File: config.mk
export PLATFORM = sky130hd
export DESIGN_NAME = id3v2_frame_walker
export DESIGN_NICKNAME = d
export VERILOG_FILES = /design/src/hdl/id3fw_pkg.sv /design/src/hdl/id3v2_frame_walker.sv
export VERILOG_INCLUDE_DIRS = /design/src /design/src/hdl
export SDC_FILE = /design/constraint.sdc
export NUM_CORES = 1
export LEC_CHECK = 0
export BUFFER_PORTS_ARGS = -buffer_cell sky130_fd_sc_hd__buf_2
export CORE_MARGIN = 8
export CORE_UTILIZATION = 57
export DETAILED_ROUTE_END_ITERATION = 6
export GPL_TIMING_DRIVEN = 0
export PLACE_DENSITY = 0.9
export RECOVER_POWER = 25
export SETUP_SLACK_MARGIN = 0.02
export SYNTH_ARGS = -nofsm -noshare
export SYNTH_HDL_FRONTEND = slang
export SYNTH_SLANG_ARGS = --single-unit
File: constraint.sdc
create_clock -name clk -period 6.7 [get_ports clk]
set_input_delay 1.34 -clock clk [delete_from_list [all_inputs] [get_ports clk]]
set_output_delay 1.34 -clock clk [all_outputs]
set_load 0.05 [all_outputs]
File: src/hdl/id3v2_frame_walker_defines.svh
// Assertion macros for the ID3v2 frame walker.
// Used by the top level only; no other dependencies.
`ifndef ID3V2_FRAME_WALKER_DEFINES_SVH
`define ID3V2_FRAME_WALKER_DEFINES_SVH

`ifndef SYNTHESIS
// Combinational implication, checked at every clock edge out of reset
`define ID3FW_ASSERT_NOW(label, clk, rst_n, ante, cons) \
  label: assert property (@(posedge clk) disable iff (!rst_n) (ante) |-> (cons)) \
    else $error("id3fw: check failed");
// Implication that must hold on the following edge
`define ID3FW_ASSERT_NEXT(label, clk, rst_n, ante, cons) \
  label: assert property (@(posedge clk) disable iff (!rst_n) (ante) |=> (cons)) \
    else $error("id3fw: check failed");
`else
`define ID3FW_ASSERT_NOW(label, clk, rst_n, ante, cons)
`define ID3FW_ASSERT_NEXT(label, clk, rst_n, ante, cons)
`endif

`endif

File: src/hdl/id3fw_pkg.sv
// Shared codes, frame identifiers and the frame-ID lookup for the ID3v2 frame walker.
// No dependencies.
package id3fw_pkg;

  // Event codes on the result channel
  localparam logic [2:0] EV_PAYLOAD = 3'd0;
  localparam logic [2:0] EV_ACCEPT  = 3'd1;
  localparam logic [2:0] EV_REJECT  = 3'd2;
  localparam logic [2:0] EV_DONE    = 3'd3;
  localparam logic [2:0] EV_ZERO    = 3'd4;
  localparam logic [2:0] EV_OVER    = 3'd5;

  // Field codes
  localparam logic [2:0] FLD_TITLE  = 3'd0;
  localparam logic [2:0] FLD_ALBUM  = 3'd1;
  localparam logic [2:0] FLD_ARTIST = 3'd2;
  localparam logic [2:0] FLD_GENRE  = 3'd3;
  localparam logic [2:0] FLD_TRACK  = 3'd4;
  localparam logic [2:0] FLD_YEAR   = 3'd5;
  localparam logic [2:0] FLD_RDATE  = 3'd6;
  localparam logic [2:0] FLD_NONE   = 3'd7;

  // Tag header magic
  localparam logic [7:0] MAGIC_I = 8'h49;
  localparam logic [7:0] MAGIC_D = 8'h44;
  localparam logic [7:0] MAGIC_3 = 8'h33;
  localparam logic [7:0] MAX_VERSION = 8'd4;

  // Frame header geometry: old layout (v2.0-2.2) and new layout (v2.3/2.4)
  localparam logic [3:0] FH_ID_LEN_OLD   = 4'd3;
  localparam logic [3:0] FH_ID_LEN_NEW   = 4'd4;
  localparam logic [3:0] FH_LAST_SZ_OLD  = 4'd5;
  localparam logic [3:0] FH_LAST_SZ_NEW  = 4'd7;
  localparam logic [4:0] FH_LEN_OLD      = 5'd6;
  localparam logic [4:0] FH_LEN_NEW      = 5'd10;
  localparam logic [1:0] FH_TRAIL_OLD    = 2'd0;
  localparam logic [1:0] FH_TRAIL_NEW    = 2'd2;
  localparam logic [3:0] FH_PAYLOAD_SEEN = 4'd15;

  // Recognised frame IDs, three-letter
  localparam logic [31:0] ID_TT2 = 32'h0054_5432;
  localparam logic [31:0] ID_TAL = 32'h0054_414C;
  localparam logic [31:0] ID_TP1 = 32'h0054_5031;
  localparam logic [31:0] ID_TCO = 32'h0054_434F;
  localparam logic [31:0] ID_TRK = 32'h0054_524B;
  localparam logic [31:0] ID_TYE = 32'h0054_5945;
  // four-letter
  localparam logic [31:0] ID_TIT2 = 32'h5449_5432;
  localparam logic [31:0] ID_TALB = 32'h5441_4C42;
  localparam logic [31:0] ID_TPE1 = 32'h5450_4531;
  localparam logic [31:0] ID_TCON = 32'h5443_4F4E;
  localparam logic [31:0] ID_TRCK = 32'h5452_434B;
  localparam logic [31:0] ID_TYER = 32'h5459_4552;
  localparam logic [31:0] ID_TDRC = 32'h5444_5243;

  // Map a completed frame ID to its field code
  function automatic logic [2:0] lookup_field(input logic [31:0] id, input logic old_layout);
    logic [2:0] fld;
    fld = FLD_NONE;
    if (old_layout) begin
      case (id)
        ID_TT2:  fld = FLD_TITLE;
        ID_TAL:  fld = FLD_ALBUM;
        ID_TP1:  fld = FLD_ARTIST;
        ID_TCO:  fld = FLD_GENRE;
        ID_TRK:  fld = FLD_TRACK;
        ID_TYE:  fld = FLD_YEAR;
        default: fld = FLD_NONE;
      endcase
    end else begin
      case (id)
        ID_TIT2: fld = FLD_TITLE;
        ID_TALB: fld = FLD_ALBUM;
        ID_TPE1: fld = FLD_ARTIST;
        ID_TCON: fld = FLD_GENRE;
        ID_TRCK: fld = FLD_TRACK;
        ID_TYER: fld = FLD_YEAR;
        ID_TDRC: fld = FLD_RDATE;
        default: fld = FLD_NONE;
      endcase
    end
    return fld;
  endfunction

endpackage

File: src/hdl/id3v2_frame_walker.sv
// Channel  | Direction | Handshake           | Word
// in_      | input     | in_valid/in_ready   | data_byte, start_of_stream
// out_     | output    | out_valid/out_ready | event, field, payload byte, marks, tag info
//
// One byte per cycle: each accepted byte updates the parser state in the same cycle
// and any result lands in the output register, which is the only pipeline stage.
// in_ready is high while the output register is empty or being drained this cycle.
// Synchronous active-low reset puts the parser at the tag header and empties the output.
// A stalled out_ready holds the result and, through in_ready, stops intake.
// Depends on id3fw_pkg and id3v2_frame_walker_defines.svh.
`include "id3v2_frame_walker_defines.svh"

module id3v2_frame_walker (
  input  logic        clk,
  input  logic        rst_n,
  input  logic        in_valid,
  output logic        in_ready,
  input  logic [7:0]  in_data_byte,
  input  logic        in_start_of_stream,
  output logic        out_valid,
  input  logic        out_ready,
  output logic [2:0]  out_event_res,
  output logic [2:0]  out_field_code,
  output logic [7:0]  out_payload_byte,
  output logic        out_first_of_frame,
  output logic        out_last_of_frame,
  output logic [28:0] out_tag_size,
  output logic [2:0]  out_tag_version
);
  import id3fw_pkg::*;

  // Parser phases
  localparam logic [2:0] PH_TAG_HDR   = 3'd0;
  localparam logic [2:0] PH_FRAME_HDR = 3'd1;
  localparam logic [2:0] PH_PAYLOAD   = 3'd2;
  localparam logic [2:0] PH_DONE_NEXT = 3'd3;
  localparam logic [2:0] PH_IDLE      = 3'd4;

  // Parser state
  logic [2:0]  phase_r, phase_nxt;
  logic [3:0]  hdr_idx_r, hdr_idx_nxt;
  logic [2:0]  version_r, version_nxt;
  logic [28:0] tag_rem_r, tag_rem_nxt;
  logic [31:0] frame_id_r, frame_id_nxt;
  logic [30:0] frame_len_r, frame_len_nxt;
  logic [3:0]  fhdr_idx_r, fhdr_idx_nxt;
  logic [2:0]  field_r, field_nxt;

  // State as seen by this byte (start of stream restarts from reset values)
  logic [2:0]  cur_phase;
  logic [3:0]  cur_hdr_idx;
  logic [2:0]  cur_version;
  logic [28:0] cur_tag_rem;
  logic [31:0] cur_frame_id;
  logic [30:0] cur_frame_len;
  logic [3:0]  cur_fhdr_idx;
  logic [2:0]  cur_field;

  // Output register
  logic        out_valid_r;
  logic [2:0]  out_event_r;
  logic [2:0]  out_field_r;
  logic [7:0]  out_byte_r;
  logic        out_first_r;
  logic        out_last_r;
  logic [28:0] out_size_r;
  logic [2:0]  out_ver_r;

  // Result of this byte
  logic        res_valid;
  logic [2:0]  res_event;
  logic [2:0]  res_field;
  logic [7:0]  res_byte;
  logic        res_first;
  logic        res_last;
  logic [28:0] res_size;
  logic [2:0]  res_ver;

  logic        accept;
  logic        old_layout;
  logic [3:0]  id_len;
  logic [3:0]  last_size;
  logic [4:0]  hdr_len;
  logic [1:0]  trailing;
  logic [28:0] tag_rem_dec;
  logic [30:0] frame_len_shift;
  logic [30:0] frame_len_dec;
  logic [31:0] frame_id_shift;
  logic [28:0] tag_size_full;
  logic [4:0]  fhdr_idx_inc;
  logic        hdr_reject;

  assign in_ready = !out_valid_r || out_ready;
  assign accept   = in_valid && in_ready;

  // Restart view
  always_comb begin
    if (in_start_of_stream) begin
      cur_phase     = PH_TAG_HDR;
      cur_hdr_idx   = '0;
      cur_version   = '0;
      cur_tag_rem   = '0;
      cur_frame_id  = '0;
      cur_frame_len = '0;
      cur_fhdr_idx  = '0;
      cur_field     = FLD_NONE;
    end else begin
      cur_phase     = phase_r;
      cur_hdr_idx   = hdr_idx_r;
      cur_version   = version_r;
      cur_tag_rem   = tag_rem_r;
      cur_frame_id  = frame_id_r;
      cur_frame_len = frame_len_r;
      cur_fhdr_idx  = fhdr_idx_r;
      cur_field     = field_r;
    end
  end

  // Layout and shared arithmetic
  assign old_layout      = cur_version < 3'd3;
  assign id_len          = old_layout ? FH_ID_LEN_OLD : FH_ID_LEN_NEW;
  assign last_size       = old_layout ? FH_LAST_SZ_OLD : FH_LAST_SZ_NEW;
  assign hdr_len         = old_layout ? FH_LEN_OLD : FH_LEN_NEW;
  assign trailing        = old_layout ? FH_TRAIL_OLD : FH_TRAIL_NEW;
  assign tag_rem_dec     = (cur_tag_rem != '0) ? cur_tag_rem - 29'd1 : cur_tag_rem;
  assign frame_len_shift = {cur_frame_len[22:0], in_data_byte};
  assign frame_len_dec   = (cur_frame_len != '0) ? cur_frame_len - 31'd1 : cur_frame_len;
  assign frame_id_shift  = {cur_frame_id[23:0], in_data_byte};
  assign tag_size_full   = cur_tag_rem | {21'd0, in_data_byte};
  assign fhdr_idx_inc    = {1'b0, cur_fhdr_idx} + 5'd1;
  assign hdr_reject      = ((cur_hdr_idx == 4'd0) && (in_data_byte != MAGIC_I)) ||
                           ((cur_hdr_idx == 4'd1) && (in_data_byte != MAGIC_D)) ||
                           ((cur_hdr_idx == 4'd2) && (in_data_byte != MAGIC_3)) ||
                           ((cur_hdr_idx == 4'd3) && (in_data_byte > MAX_VERSION));

  // Next state and result for one byte
  always_comb begin
    phase_nxt     = cur_phase;
    hdr_idx_nxt   = cur_hdr_idx;
    version_nxt   = cur_version;
    tag_rem_nxt   = cur_tag_rem;
    frame_id_nxt  = cur_frame_id;
    frame_len_nxt = cur_frame_len;
    fhdr_idx_nxt  = cur_fhdr_idx;
    field_nxt     = cur_field;
    res_valid     = 1'b0;
    res_event     = EV_PAYLOAD;
    res_field     = '0;
    res_byte      = '0;
    res_first     = 1'b0;
    res_last      = 1'b0;
    res_size      = '0;
    res_ver       = '0;

    case (cur_phase)
      PH_TAG_HDR: begin
        hdr_idx_nxt = cur_hdr_idx + 4'd1;
        if (hdr_reject) begin
          phase_nxt = PH_IDLE;
          res_valid = 1'b1;
          res_event = EV_REJECT;
        end else if (cur_hdr_idx == 4'd3) begin
          version_nxt = in_data_byte[2:0];
        end else if (cur_hdr_idx == 4'd6) begin
          tag_rem_nxt = {in_data_byte, 21'd0};
        end else if (cur_hdr_idx == 4'd7) begin
          tag_rem_nxt = cur_tag_rem | {7'd0, in_data_byte, 14'd0};
        end else if (cur_hdr_idx == 4'd8) begin
          tag_rem_nxt = cur_tag_rem | {14'd0, in_data_byte, 7'd0};
        end else if (cur_hdr_idx >= 4'd9) begin
          // Last header byte: tag accepted, frame walk begins
          tag_rem_nxt   = tag_size_full;
          frame_id_nxt  = '0;
          frame_len_nxt = '0;
          fhdr_idx_nxt  = '0;
          field_nxt     = FLD_NONE;
          phase_nxt     = (tag_size_full == '0) ? PH_DONE_NEXT : PH_FRAME_HDR;
          res_valid     = 1'b1;
          res_event     = EV_ACCEPT;
          res_size      = tag_size_full;
          res_ver       = cur_version;
        end
      end

      PH_FRAME_HDR: begin
        fhdr_idx_nxt = fhdr_idx_inc[3:0];
        tag_rem_nxt  = tag_rem_dec;
        if (cur_fhdr_idx < id_len) begin
          // Frame ID bytes
          frame_id_nxt = frame_id_shift;
          if (fhdr_idx_inc == {1'b0, id_len}) begin
            field_nxt = lookup_field(frame_id_shift, old_layout);
          end
          if (tag_rem_dec == '0) begin
            phase_nxt = PH_IDLE;
            res_valid = 1'b1;
            res_event = EV_OVER;
          end
        end else if (cur_fhdr_idx <= last_size) begin
          // Frame size bytes
          frame_len_nxt = frame_len_shift;
          if (cur_fhdr_idx == last_size) begin
            if (frame_len_shift == '0) begin
              phase_nxt = PH_IDLE;
              res_valid = 1'b1;
              res_event = EV_ZERO;
            end else if (({1'b0, frame_len_shift} + {30'd0, trailing}) >
                         {3'd0, tag_rem_dec}) begin
              phase_nxt = PH_IDLE;
              res_valid = 1'b1;
              res_event = EV_OVER;
            end else if (trailing == 2'd0) begin
              phase_nxt = PH_PAYLOAD;
            end
          end else if (tag_rem_dec == '0) begin
            phase_nxt = PH_IDLE;
            res_valid = 1'b1;
            res_event = EV_OVER;
          end
        end else if (fhdr_idx_inc >= hdr_len) begin
          // Flag bytes done
          phase_nxt = PH_PAYLOAD;
        end
      end

      PH_PAYLOAD: begin
        fhdr_idx_nxt  = FH_PAYLOAD_SEEN;
        tag_rem_nxt   = tag_rem_dec;
        frame_len_nxt = frame_len_dec;
        if (frame_len_dec == '0) begin
          if (tag_rem_dec == '0) begin
            phase_nxt = PH_DONE_NEXT;
          end else begin
            phase_nxt     = PH_FRAME_HDR;
            frame_id_nxt  = '0;
            frame_len_nxt = '0;
            fhdr_idx_nxt  = '0;
            field_nxt     = FLD_NONE;
          end
        end
        if (cur_field != FLD_NONE) begin
          res_valid = 1'b1;
          res_event = EV_PAYLOAD;
          res_field = cur_field;
          res_byte  = in_data_byte;
          res_first = (cur_fhdr_idx != FH_PAYLOAD_SEEN);
          res_last  = (frame_len_dec == '0);
        end
      end

      PH_DONE_NEXT: begin
        phase_nxt = PH_IDLE;
        res_valid = 1'b1;
        res_event = EV_DONE;
      end

      default: begin
        phase_nxt = cur_phase;
      end
    endcase
  end

  // Parser state registers
  always_ff @(posedge clk) begin
    if (!rst_n) begin
      phase_r     <= PH_TAG_HDR;
      hdr_idx_r   <= '0;
      version_r   <= '0;
      tag_rem_r   <= '0;
      frame_id_r  <= '0;
      frame_len_r <= '0;
      fhdr_idx_r  <= '0;
      field_r     <= FLD_NONE;
    end else if (accept) begin
      phase_r     <= phase_nxt;
      hdr_idx_r   <= hdr_idx_nxt;
      version_r   <= version_nxt;
      tag_rem_r   <= tag_rem_nxt;
      frame_id_r  <= frame_id_nxt;
      frame_len_r <= frame_len_nxt;
      fhdr_idx_r  <= fhdr_idx_nxt;
      field_r     <= field_nxt;
    end
  end

  // Output register: valid flag
  always_ff @(posedge clk) begin
    if (!rst_n) begin
      out_valid_r <= 1'b0;
    end else if (in_ready) begin
      out_valid_r <= accept && res_valid;
    end
  end

  // Output register: word
  always_ff @(posedge clk) begin
    if (accept) begin
      out_event_r <= res_event;
      out_field_r <= res_field;
      out_byte_r  <= res_byte;
      out_first_r <= res_first;
      out_last_r  <= res_last;
      out_size_r  <= res_size;
      out_ver_r   <= res_ver;
    end
  end

  assign out_valid          = out_valid_r;
  assign out_event_res      = out_event_r;
  assign out_field_code     = out_field_r;
  assign out_payload_byte   = out_byte_r;
  assign out_first_of_frame = out_first_r;
  assign out_last_of_frame  = out_last_r;
  assign out_tag_size       = out_size_r;
  assign out_tag_version    = out_ver_r;

  // Checks
  `ID3FW_ASSERT_NOW(a_no_overwrite, clk, rst_n, out_valid_r && !out_ready, !in_ready)
  `ID3FW_ASSERT_NOW(a_payload_only_fields, clk, rst_n, out_valid_r && (out_event_r != EV_PAYLOAD), (out_byte_r == 8'd0) && !out_first_r && !out_last_r && (out_field_r == 3'd0))
  `ID3FW_ASSERT_NOW(a_tag_info_only_accept, clk, rst_n, out_valid_r && (out_event_r != EV_ACCEPT), (out_size_r == 29'd0) && (out_ver_r == 3'd0))
  `ID3FW_ASSERT_NOW(a_payload_len_live, clk, rst_n, phase_r == PH_PAYLOAD, frame_len_r != 31'd0)
  `ID3FW_ASSERT_NEXT(a_idle_no_result, clk, rst_n, accept && !in_start_of_stream && (phase_r == PH_IDLE), !out_valid_r)

endmodule

# [Word-level counts from Yosys, hierarchy flattened]
# Cells that the tools add are included.
[word_totals] reg_bits=158 input_bits=13 elab_cells=199
[classes] addsub=5 n_lt_le_gt_ge=7 n_eq_ne=29 n_mux=114 n_bitwise=5 n_reduce_logical=23
[op_table] op="$mux W31" count=12
[op_table] op="$mux W32" count=10
[op_table] op="$mux W29" count=8
[op_table] op="$eq A32 B31 Y1 const B" count=7
[op_table] op="$eq A32 B23 Y1 const B" count=6
[op_table] op="$mux W3" count=39
[op_table] op="$pmux W32 S3" count=1
[op_table] op="$pmux W31 S3" count=1
[op_table] op="$logic_not A31 Y1" count=2
[op_table] op="$logic_not A29 Y1" count=2
[op_table] op="$pmux W29 S2" count=1
[op_table] op="$mux W4" count=12
[op_table] op="$add A31 B2 Y32" count=1
[op_table] op="$gt A32 B29 Y1" count=1
[op_table] op="$reduce_bool A31 Y1" count=1
[op_table] op="$sub A31 B1 Y31 const B" count=1
[op_table] op="$or A29 B15 Y29" count=1
[op_table] op="$or A29 B22 Y29" count=1
[op_table] op="$or A29 B8 Y29" count=1
[op_table] op="$reduce_bool A29 Y1" count=1
[op_table] op="$sub A29 B1 Y29 const B" count=1
[op_table] op="$pmux W3 S7" count=1
[op_table] op="$mux W1" count=18
[op_table] op="$pmux W3 S3" count=2
[op_table] op="35 further kinds" count=52

# [Longest topological paths before layout]
[depth] depth_word=12 mapped_depth=28 ltp_nobuf=21

# [Least setup slack after synthesis]
# Ideal clock, no wire load.
[synth_timing] path_type="input-to-reg" startpoint="input port in_start_of_stream" endpoint="register out_event_r[2] (netlist: out_event_res[2]), data pin" setup_time_ps=252 arrival_time_ps=6405 t_required_ps=6448 slack_ps=43 cell_stages=28 path_cell_list="clkbuf_1 > buf_1 > buf_2 > buf_2 > buf_1 > buf_2 > clkbuf_1 > nor2b_1 > inv_1 > ha_1 > nor3b_1 > a21oi_1 > o31ai_2 > nor2_1 > a21oi_1 > a211o_1 > ha_1 > a21o_1 > a21o_1 > a21o_1 > a21oi_1 > o21a_1 > a211oi_1 > a211oi_1 > o21ai_0 > o21ai_0 > o31a_1 > inv_1"
[synth_via] elab_chain_len=11 elab_cells_between_ends=29
[synth_rtl] element="start: declaration" line="id3v2_frame_walker.sv:19" rtl="input logic in_start_of_stream,"
[synth_rtl] element="$mux W3" line="id3v2_frame_walker.sv:98" rtl="if (in_start_of_stream) begin"
[synth_rtl] element="$lt A3 B2 Y1" line="id3v2_frame_walker.sv:120" rtl="assign old_layout = cur_version < 3'd3;"
[synth_rtl] element="$mux W2" line="id3v2_frame_walker.sv:124" rtl="assign trailing = old_layout ? FH_TRAIL_OLD : FH_TRAIL_NEW;"
[synth_rtl] element="$add A31 B2 Y32" line="id3v2_frame_walker.sv:207" rtl="end else if (({1'b0, frame_len_shift} + {30'd0, trailing}) >"
[synth_rtl] element="$gt A32 B29 Y1" line="id3v2_frame_walker.sv:207"
[synth_rtl] element="$mux W3" line="id3v2_frame_walker.sv:207"
[synth_rtl] element="$mux W3" line="id3v2_frame_walker.sv:203" rtl="if (frame_len_shift == '0) begin"
[synth_rtl] element="$mux W3" line="id3v2_frame_walker.sv:202" rtl="if (cur_fhdr_idx == last_size) begin"
[synth_rtl] element="$mux W3" line="id3v2_frame_walker.sv:199" rtl="end else if (cur_fhdr_idx <= last_size) begin"
[synth_rtl] element="$mux W3" line="id3v2_frame_walker.sv:188" rtl="if (cur_fhdr_idx < id_len) begin"
[synth_rtl] element="$pmux W3 S3 (*)" line="id3v2_frame_walker.sv:155" rtl="case (cur_phase)"
[synth_rtl] element="net res_event[2]" line="id3v2_frame_walker.sv:71" rtl="logic [2:0] res_event;"
[synth_rtl] element="end signal: assignment" line="id3v2_frame_walker.sv:298" rtl="out_event_r <= res_event;"
[synth_rtl] element="end: declaration" line="id3v2_frame_walker.sv:61" rtl="logic [2:0] out_event_r;"
# Mark *: on every way through the listed nets, which the timed path passes. The rest lies on a longest branch.
# A chain may end at the register's enable or synchronous reset.

# [Worst setup path after layout]
[layout_timing] startpoint="input port in_start_of_stream" endpoint="register frame_len_r[3]"
[layout_via] elab_chain_len=9 elab_cells_between_ends=48
[layout_rtl] element="parallel branches: the longest is 8 deep, another holds $sub A29 B1 Y29"
[layout_rtl] element="$pmux W31 S3 (*)" line="id3v2_frame_walker.sv:155"
[layout_rtl] element="end signal: assignment" line="id3v2_frame_walker.sv:280" rtl="frame_len_r <= frame_len_nxt;"
[layout_rtl] element="end: declaration" line="id3v2_frame_walker.sv:45" rtl="logic [30:0] frame_len_r, frame_len_nxt;"
# Every way passes the cells marked *.

==> metrics.md <==
| Metric | Value |
|---|---|
| Via count | `14700` |
| Max-slew headroom | `-13.6%` |
| Violations in the final reports | `design-rule violations, max-capacitance violations, max-slew violations, negative setup slack` |
| Layout Nets | `1721` |
| Global-route wire length before repair | `85.4 mm` |
| Net Sw Frac | `42.4%` |
| Clock share of power | `32.2%` |
| GRT Resource Usage Total | `43.1%` |
| P&R area growth vs syn | `12.1%` |
| Cell accounting for the most synthesized area | `dfxtp_1` |
| Crit-path cells | `clkbuf_4 -> clkinvlp_4 -> clkbuf_2 -> clkbuf_4 -> buf_4 -> buf_4 -> clkbuf_4 -> buf_2 -> nand2_1 -> inv_1 -> ha_1 -> inv_1 -> a21oi_1 -> o21a_1 -> nor2_1 -> or2_2 -> and2_1 -> nand2b_1 -> a22oi_1 -> o22ai_1` |
| Crit path arrival time | `7.01 ns` |
| Critical Path Fanout Max | `10` |
| Initial antenna violation count | `2` |
| CTS Buffer Depth | `2` |
| Synthesized flop and latch total | `150` |
| # setup viols final | `1` |
| Via density | `7.52` |
| Post-synth top flop | `dfxtp_1` |
| Async set or reset register ratio after synthesis | `0%` |
| Slew @ Worst Pin | `1.70 ns` |
| R2R Setup Slk | `1.14 ns` |
| PortBufs | `60` |
| Avg Cell Area, Syn | `7.59 µm²` |
| Min-delay src | `hdr_idx_r[1]` |
| Synthesis Warnings | `0` |
| Pre-CTS worst setup slack | `-4.02 ns` |
| Routability cong. | `1.04` |
| Hold EP | `hdr_idx_r[1]` |
| DRC | `16` |
| R2R cell count | `19` |
| Reg power frac | `33.0%` |
| Most used cell, CP | `clkbuf_4` |
| Final Max Tran Viols | `24` |
| Initial detailed-routing violation count | `2560` |
| Total gr overflow | `0` |
| Pwr dens | `233 nW/µm²` |
| Drt total wl | `57.6 mm` |
| CP startpoint | `in_start_of_stream` |
| Post-synth EDFFs | `48` |
| Share of cells above drive strength 1 | `8.30%` |
| Worst Setup Path Type | `input port to flop` |
| Worst path top cell family by delay | `buffers and inverters` |
| WHS Path Cells | `2` |
| Hold slack | `0.499 ns` |
| Synth top cells by count | `nor2_1 (208), o21ai_0 (121), a21oi_1 (107)` |
| Logic pwr share | `34.8%` |
| Final-report hold violation count | `0` |
| Die outline width | `161 µm` |
| H-tree Lvls | `4` |
| LEAKAGE | `4.90 nW` |
| Vias in the first global route | `13900` |
| Root buf cell | `clkbuf_16` |
| Drt wl/cell | `29.6 µm` |
| Clk sink count | `150` |
| Netlist cell types | `93` |
| Starting density of the core | `57.6%` |
| Worst Hold Class | `flop to flop` |
| Synth area leaders | `dfxtp_1 (17%), edfxtp_1 (12%), nor2_1 (6.5%)` |
| CTS Hold Bufs | `0` |
| Max Cap Viol | `1` |
| Antenna Cells | `0` |
| CP Data Required Time | `6.97 ns` |
| Clock transition at path regs | `0.07 ns` |
| Crit-path max cell delay | `0.43 ns` |
| Boundary Pins | `63` |
| Highest-delay cell along the critical path | `o21a_1` |
| Syn_nets | `1638` |
| Core footprint | `20800 µm²` |
| Die height | `161 µm` |
| Mapped Cells | `1579` |
| Final WS setup | `-0.0404 ns` |
| Cell Rows | `53` |
| WP buf/inv | `10` |
| RSZ-0062 raised after global routing | `false` |
| Count leader, synth | `nor2_1` |
| Max Freq | `148 MHz` |
| Setup Skew | `0.0132 ns` |
| Final HPWL DP | `40.9 mm` |
| Status | `finished with violations` |
| Yosys top cell area share | `17.0%` |
| Reg2reg end | `out_event_res[0]` |
| Final period utilization | `101%` |
| Crit path capture type | `flop` |
| Pre-antenna DRT Iters | `7` |
| Largest net degree at the start of global routing | `35` |
| Die ar. | `25900 µm²` |
| Fin crit period | `6.74 ns` |
| Worst r2r src | `tag_rem_r[0]` |
| Antenna Violating Nets Remaining | `0` |
| Post-Syn Area | `12000 µm²` |
| TritonCTS Buffers | `17` |
| CP Launch Type | `input port` |
| Worst skew pair latency | `0.45 ns` |
| CTS tree | `built` |
| Sw power | `1.33 mW` |
| P_int | `1.81 mW` |
| VDD IR-drop max | `171 µV` |
| Post-synthesis sequential area ratio | `29.1%` |
power groups by stage:
stage / clock network, mW / logic (mW) / registers, mW
2_1_floorplan: 0 / 0.619 / 1.09
3_3_place_gp: 0 / 0.983 / 1.05
4_1_cts: 0.989 / 1.02 / 1.03
5_1_grt: 1.02 / 1.13 / 1.04
3_5_place_dp: 0 / 0.987 / 1.05
6_report: 1.01 / 1.09 / 1.03
worst max-delay path by stage:
stage                       end  slack [ns]  depth (start not counted)
2_1_floorplan  out_event_res[2]        0.04                         28
3_3_place_gp   out_event_res[2]       -4.13                         27
3_5_place_dp   out_event_res[2]       -4.02                         27
4_1_cts        out_event_res[0]        0.07                         27
5_1_grt              phase_r[2]        0.04                         24
6_report         frame_len_r[3]       -0.04                         20
registers in the layout, summed over array words and instances, names as in the netlist:
name                count
frame_id_r             24
out_event_res           3
phase_r                 3
frame_len_r            31
field_r                 3
out_tag_version         3
out_valid               1
fhdr_idx_r              4
tag_rem_r              29
version_r               3
hdr_idx_r               4
out_field_code          3
out_last_of_frame       1
out_payload_byte        8
out_first_of_frame      1
out_tag_size           29
cells by family after synthesis:
| family | synth area share, % |
|---|---|
| fa+ha+maj | 4.95 |
| xor+xnor | 2.92 |
| compound gates | 27.1 |
| mux | 0.334 |
| buf+inv | 5.75 |
| flops | 29.1 |
| simple gates | 29.9 |
metal layers:
layer  global-route usage [%]  wire (µm)
met4                     33.6       5470
met1                     50.6      19400
met5                        0         23
met2                     62.3      23200
met3                     16.4       9600
cells in the final DEF, fill, tap and decap left out, types with 9 or more instances in the layout:
cell | Yosys | layout
nor2b_1 | 29 | 28
or3_1 | 20 | 20
o221ai_1 | 14 | 13
a211oi_1 | 17 | 16
clkbuf_16 | 0 | 17
buf_4 | 2 | 9
nor4_1 | 40 | 39
buf_2 | 13 | 21
inv_1 | 45 | 44
dfxtp_1 | 102 | 102
xor2_1 | 16 | 16
o21a_1 | 12 | 12
nor2_1 | 208 | 206
ha_1 | 45 | 44
o21ai_0 | 121 | 114
nand4_1 | 24 | 24
nand2b_1 | 15 | 15
or2_2 | 10 | 10
a21o_1 | 15 | 15
and2_1 | 12 | 12
nand2_1 | 104 | 104
a22oi_1 | 48 | 48
a31oi_1 | 18 | 17
or4_1 | 16 | 16
and3_1 | 44 | 44
o21ai_1 | 8 | 13
edfxtp_1 | 48 | 48
o22ai_1 | 9 | 9
a21oi_1 | 107 | 106
nand3_1 | 37 | 37
a2111oi_0 | 10 | 9
a221oi_1 | 14 | 14
nor3_1 | 61 | 58
nor4_2 | 9 | 10
nor3b_1 | 10 | 9
xnor2_1 | 24 | 24
clkbuf_1 | 102 | 144
worst min-delay path, stage by stage, from the launching register on:
cell and delay [ns]:
dfxtp_1 0.32, o21ai_0 0.07, a21oi_1 0.06
cell type report:
type,count,area (µm²)
multi-input cells,1256,7960
fillers,1805,7380
flip-flops and latches,150,3480
plain buffers,125,587
clock buffers,17,425
well taps,275,344
repair buffers,66,298
inverters,46,176
clock inverters,15,169
stage by stage:
step	area (µm²)	util, %	TNS (ns)	total power [mW]	instances
after floorplan	12000	-	0	1.71	1579
after global placement	12600	60.7	-318.84	2.03	1914
after detailed placement	12700	60.8	-313.58	2.04	1915
after CTS	13400	64.4	0	3.03	1948
after global routing	13400	64.6	0	3.19	1950
final	13400	64.6	-0.0404	3.14	1950
timing repair:
| action | CTS | global route |
|---|---|---|
| buffers inserted | 2 | 3 |
| pin swaps | 3 | 1 |
| endpoints found under the setup margin | 135 | 60 |
| gates resized for setup | 62 | 19 |
| gates cloned | 0 | 0 |
Power figures use the tool's default switching activity.
